<file path="src/rtl/core/cordic_pkg.sv">
// Shared types, constants and the arctangent table for the CORDIC unit.
`timescale 1ns / 1ps
`default_nettype none

package cordic_pkg;

    localparam int ITERATIONS = 28;
    localparam int TABLE_LEN  = 30;
    localparam int IDX_W      = $clog2(TABLE_LEN);
    localparam int WORD_W     = 32;
    localparam int COORD_W    = 30;
    localparam int GAIN_W     = 30;
    localparam int FRAC_Q30   = 30;

    localparam logic [WORD_W-1:0] PI_Q28      = 32'd843314857;
    localparam logic [WORD_W-1:0] PI_HALF_Q28 = 32'd421657428;
    localparam logic [WORD_W-1:0] ONE_Q30     = 32'd1073741824;
    localparam logic [GAIN_W-1:0] GAIN_RESET  = 30'd652032874;

    localparam logic REQ_ROTATE = 1'b0;
    localparam logic REQ_VECTOR = 1'b1;

    typedef struct packed {
        logic              vec_mode;
        logic              negate;
        logic              refl;
        logic              flag;
        logic [WORD_W-1:0] x;
        logic [WORD_W-1:0] y;
        logic [WORD_W-1:0] z;
    } cell_t;

    // Arctangent of 2^-i in Q28, rounded to nearest.
    function automatic logic [WORD_W-1:0] atan_q28(input logic [IDX_W-1:0] idx);
        logic [WORD_W-1:0] val;
        begin
            case (idx)
                5'd0:    val = 32'd210828714;
                5'd1:    val = 32'd124459457;
                5'd2:    val = 32'd65760959;
                5'd3:    val = 32'd33381290;
                5'd4:    val = 32'd16755422;
                5'd5:    val = 32'd8385879;
                5'd6:    val = 32'd4193963;
                5'd7:    val = 32'd2097109;
                5'd8:    val = 32'd1048571;
                5'd9:    val = 32'd524287;
                5'd10:   val = 32'd262144;
                5'd11:   val = 32'd131072;
                5'd12:   val = 32'd65536;
                5'd13:   val = 32'd32768;
                5'd14:   val = 32'd16384;
                5'd15:   val = 32'd8192;
                5'd16:   val = 32'd4096;
                5'd17:   val = 32'd2048;
                5'd18:   val = 32'd1024;
                5'd19:   val = 32'd512;
                5'd20:   val = 32'd256;
                5'd21:   val = 32'd128;
                5'd22:   val = 32'd64;
                5'd23:   val = 32'd32;
                5'd24:   val = 32'd16;
                5'd25:   val = 32'd8;
                5'd26:   val = 32'd4;
                5'd27:   val = 32'd2;
                5'd28:   val = 32'd1;
                default: val = 32'd0;
            endcase
            return val;
        end
    endfunction

endpackage

`default_nettype wire

</file>
<file path="src/rtl/core/cordic_cell.sv">
// One CORDIC iteration cell: a shift-add micro-rotation followed by a register.
`timescale 1ns / 1ps
`default_nettype none

module cordic_cell (
    input  wire logic                         clk,
    input  wire logic                         rst_n,
    input  wire logic [cordic_pkg::IDX_W-1:0] idx,
    input  wire logic                         in_valid,
    input  wire cordic_pkg::cell_t            in_data,
    output logic                              out_valid,
    output cordic_pkg::cell_t                 out_data
);

    logic signed [cordic_pkg::WORD_W-1:0] x_s;
    logic signed [cordic_pkg::WORD_W-1:0] y_s;
    logic        [cordic_pkg::WORD_W-1:0] dx;
    logic        [cordic_pkg::WORD_W-1:0] dy;
    logic        [cordic_pkg::WORD_W-1:0] step;
    logic                                 up;
    logic                                 valid_reg;
    cordic_pkg::cell_t                    data_reg;
    cordic_pkg::cell_t                    data_next;

    assign x_s  = in_data.x;
    assign y_s  = in_data.y;
    assign dx   = y_s >>> idx;
    assign dy   = x_s >>> idx;
    assign step = cordic_pkg::atan_q28(idx);

    // Vectoring drives y toward zero; rotation drives the residual angle toward zero.
    assign up = in_data.vec_mode ? ~in_data.y[cordic_pkg::WORD_W-1]
                                 : in_data.z[cordic_pkg::WORD_W-1];

    always_comb
    begin
        data_next = in_data;
        if (up)
        begin
            data_next.x = in_data.x + dx;
            data_next.y = in_data.y - dy;
            data_next.z = in_data.z + step;
        end
        else
        begin
            data_next.x = in_data.x - dx;
            data_next.y = in_data.y + dy;
            data_next.z = in_data.z - step;
        end
    end

    always_ff @(posedge clk or negedge rst_n)
    begin
        if (!rst_n)
        begin
            valid_reg <= 1'b0;
        end
        else
        begin
            valid_reg <= in_valid;
        end
    end

    always_ff @(posedge clk)
    begin
        if (in_valid)
        begin
            data_reg <= data_next;
        end
    end

    assign out_valid = valid_reg;
    assign out_data  = data_reg;

endmodule

`default_nettype wire

</file>
<file path="config.mk">
export PLATFORM = sky130hd
export DESIGN_NAME = cordic_cell
export DESIGN_NICKNAME = d
export VERILOG_FILES = /design/src/rtl/core/cordic_pkg.sv /design/src/rtl/core/cordic_cell.sv
export SDC_FILE = /design/constraint.sdc
export NUM_CORES = 1
export LEC_CHECK = 0
export ABC_AREA = 0
export BUFFER_PORTS_ARGS = -buffer_cell sky130_fd_sc_hd__buf_4
export CORE_MARGIN = 10
export CORE_UTILIZATION = 42
export CTS_CLUSTER_DIAMETER = 80
export DETAILED_ROUTE_END_ITERATION = 8
export PLACE_DENSITY = 0.69
export SYNTH_ARGS = -nofsm -noshare
export SYNTH_HDL_FRONTEND = slang
export SYNTH_SLANG_ARGS = --single-unit
</file>
<file path="constraint.sdc">
create_clock -name clk -period 0.8 [get_ports clk]
set_clock_uncertainty 0.2 [all_clocks]
set_input_delay 0.08 -clock clk [delete_from_list [all_inputs] [get_ports clk]]
set_output_delay 0.08 -clock clk [all_outputs]
set_load 0.02 [all_outputs]
</file>
[Yosys cells after proc, flatten, opt, wreduce, memory -nomap -nowiden]
Memory sizes are Yosys's and may differ from the RTL's.
Cells that the tools add are included.
Word-level totals
  bits in registers: 101
  memories kept: 1
  input bits: 108
  word-level logic and storage cells: 20
  ROM bits: 896
Operators by class
  muxes and demuxes: 2
  bitwise operators: 1
  shift operators: 2
  $add $sub $neg: 6
Memory list
  (name not given): words 32, width 28, read ports 1, clocked after memory_dff 0, write ports 0, RTL line cordic_pkg.sv:37  | case (idx)
Operators with widths (count)
  adder 32 bit: 3
  two-way mux 96 bit: 1
  subtractor 32 bit: 3
  >>> shifter 32 x 5 -> 32 bit: 2
  two-way mux 1 bit: 1
  inverter 1 bit: 1

[Logic depth before layout (Yosys ltp)]
  depth after elaboration: 3
  depth in mapped cells: 29
  mapped depth without buffers: 23

[Worst setup path after synthesis]
OpenSTA, ideal clock, no wires.
  path kind: input to register
  from: input port idx[0] (netlist bit)
  to: register data_reg (netlist bit out_data[95]), data pin
  slack: -5.245 ns
  library setup time: 0.265 ns
  stages: 26
  arrival time: 5.580 ns
  path buffers: 4
  cells stage by stage: buf_6 buf_6 buf_4 buf_2 mux2_2 mux2i_1 o21ai_0 nor3_2 ha_1 inv_1 a2111oi_1 nand4_1 nand4b_1 nor3_1 mux2_2 o2bb2ai_1 ha_1 nand4_1 nor4_1 nand4_1 a31oi_1 o211ai_1 a211oi_1 a21oi_1 o31ai_1 xor2_1
RTL lines
  start, declared: RTL line cordic_cell.sv:8  | input wire logic [cordic_pkg::IDX_W-1:0] idx,
  end signal, assigned: RTL line cordic_cell.sv:68  | data_reg <= data_next;
  end, declared: RTL line cordic_cell.sv:22  | cordic_pkg::cell_t data_reg;

==> results.ini <==
[global_route]
grt_pass1_vias=18700
grt_max_degree=47
grt_overflow=0
grt_usage_pct=32.8
grt_pass1_wl_um=111000
antenna_found_initial=0

[timing]
fin_crit_sh_pct=728
finalHoldWorstSlack_ns=-0.226
relSlewSlack_pct=44.7
fin_crit_ns=5.82
rsz0062_at_grt=true
hold_viol=25
fmax_ghz=0.172
setup_viol_count_final=197
worst_slew_pin_slew_ns=0.824
slew_viol_final=0
layout_setup_ws_ns=-5.02
tns_ns=-389.77

[worst_setup_path]
critPathSlowestCell=mux4_2
cp_data_required_time_ns=0.75
crit_family=simple AND/OR/NAND/NOR gates
critPathMaxStageDelay_ns=0.55
start_kind=primary input
end_kind=register
cp-startpoint=idx[0]
crit_type=in2reg
worstPathArrival_ns=5.77
path_common_cell=buf_4
crit_buf_inv=10
path_max_fanout=8

[clocking]
clk_pin_slew_worst_paths_ns=0.09
cts_max_path_buffers=2
clock-sinks=101
ctsRootBufferMaster=clkbuf_16
cts_tree=done
postCtsHoldBufs=4
cts_buffers=9
htreeDepth=3

[outcome]
status=finished, violations left
violations=hold timing, setup timing

[final_layout]
fin_area_sq_um=27000
layout.nets=2829
regArea_sq_um=3030
post-route-util_pct=78.0
final_layout_size_suffix_gt1_share_pct=60.0
multiInputGateArea_sq_um=13900
nFillCells=2208
syn_to_final_growth_pct=82.5
n_antenna_cell=0

[floorplan]
start_util_pct=42.7
die_w_um=208
ioPinCount=209
fp-row-count=68
die_area_sq_um=43100
coreArea_sq_um=34600
die_y_um=208

[drt]
drtIter0Drc=1951
via_per_inst=6.22
via_count=19000
ant_nets=0
routedWlPerCell_um=26.8
routed_wl_um=82100
drcViolationCount=0
drtPass1Iterations=8

[power_and_ir_drop]
power.density_nw_per_um2=1900
p_sw_mw=21.9
p_leak_nw=11.8
pwr-share-clk_pct=9.5
peakVddDrop_mv=2.07
total_power_mw=51.2
comb_power_share_pct=73.3
switching_share_pct=42.8
seq_power_share_pct=17.3
p_int_mw=29.3

[run]
max-cap-violations=0

[place]
gp_congestion=1.05
placed_area_sq_um=22600
dp_hpwl_um=57200
portBuffers=208

[logic_synthesis]
async_reset_ff_share_pct=0.990
yosysSeqAreaShare_pct=20.5
ys.flop_type=edfxtp_1
yosys_warnings=0
ys_ff_latch=101
syn_avg_cell_area_sq_um=9.09
synth_edf_count=100
netlist_instances=1627
synth_cell_types=86
syn_area_sq_um=14800
postSynthNetCount=1854

[worst_hold_path]
hp-class=in2async

[state kept, by name, indices dropped and copies added, names as in the netlist]
signal     count
out_data     100
out_valid      1
[cell usage in the layout, fill, tap and decap left out, types with 11 or more instances in the layout]
master and count:
o21ai_0 41, ha_4 28, a211oi_2 11, mux4_2 82, a211oi_1 12, edfxtp_1 100
nand2_2 11, mux2_2 20, nor2_4 14, nand2b_1 19, nor2_2 16, buf_12 28
mux2i_1 45, nand3_1 17, o21ai_1 18, nor2b_1 13, a21oi_2 53, a21o_1 43
nor3_1 22, and2_1 13, buf_4 817, a31oi_1 15, o21a_1 20, nor2_1 95
ha_1 81, xnor2_2 25, xnor2_1 75, o21ai_2 29, inv_1 39, buf_6 202
a21oi_4 12, a21oi_1 67, xor2_1 58, o211ai_1 12, nand2_1 98
[through the flow]
stage          std cells  worst slack, ns
3_5_place_dp        2912            -4.99
5_1_grt             3062            -5.10
3_3_place_gp        2912            -4.90
2_1_floorplan       1627            -4.64
4_1_cts             3001            -4.49
6_report            3062            -5.02
[final timing paths]
path	cells past startpoint	end
min	2	out_valid$_DFF_PN0_
max	28	out_data[95]$_DFFE_PP_
max in group asynchronous	2	out_valid$_DFF_PN0_
min in group clk	2	out_data[0]$_DFFE_PP_
[repair_timing]
item                                   in CTS  in global routing
pin swaps                                 170                198
gates cloned                                0                  0
setup endpoints to repair                 197                197
resized for setup                         397                246
endpoints found under the hold margin      35                 24
buffers inserted                           85                 85
[power by group through the flow]
stage	Clock (mW)	Combinational (mW)	Sequential, mW
after global routing	5.05	39.2	8.98
after CTS	4.78	32.3	8.80
after floorplan	0	12.5	10.6
final	4.84	37.5	8.84
after detailed placement	0	27.7	8.59
after global placement	0	27.3	8.56
[cells in the mapped netlist (all sizes together) (9+ instances only)]
| master | count | area share (%) |
|---|---|---|
| mux2i | 55 | 3.7 |
| a32oi | 9 | 0.53 |
| o21ai | 98 | 3.3 |
| nand3 | 23 | 0.78 |
| ha | 116 | 9.8 |
| a21o | 43 | 2.2 |
| and2 | 15 | 0.63 |
| nor2 | 125 | 3.2 |
| mux4 | 82 | 12 |
| buf | 52 | 1.9 |
| a21oi | 132 | 4.5 |
| a31oi | 27 | 1.1 |
| inv | 49 | 1.2 |
| edfxtp | 100 | 20 |
| clkbuf | 37 | 0.94 |
| xor2 | 66 | 3.9 |
| o31ai | 9 | 0.55 |
| o22ai | 18 | 0.76 |
| and3 | 10 | 0.42 |
| o21a | 21 | 1.1 |
| o211ai | 12 | 0.61 |
| mux2 | 27 | 2.1 |
| nand2b | 21 | 0.89 |
| nand2 | 118 | 3.0 |
| a211oi | 28 | 1.4 |
| nor2b | 20 | 0.85 |
| o221ai | 12 | 0.71 |
| o21bai | 13 | 0.66 |
| nor3 | 30 | 1.1 |
| or3 | 11 | 0.50 |
| xnor2 | 102 | 6.0 |
[cell type report]
class / count / area share, %
inverters: 49 / 0.714
multi-input cells: 1388 / 51.3
repair buffers: 1053 / 33.5
flip-flops and latches: 101 / 11.2
clock inverters: 7 / 0.250
clock buffers: 9 / 0.834
well taps: 455 / 2.11
[metal layers]
| metal | track usage [%] | wire (um) | vias to the layer above |
|---|---|---|---|
| met5 | 0 | 0 | - |
| met4 | 13.3 | 4820 | 0 |
| met3 | 5.25 | 7760 | 334 |
| met2 | 54.1 | 38300 | 1270 |
| met1 | 41.9 | 31200 | 9219 |
| li1 | - | - | 8218 |
[kinds of logic after synthesis]
group           Yosys count  synth area share (%)
simple gates            425                  14.1
flops                   101                  20.5
xor+xnor                168                  9.95
mux                     164                  18.3
buf+inv                 138                  4.09
compound gates          512                  23.0
fa+ha+maj               119                  10.2
No activity file was read; power rests on OpenSTA's default activity.
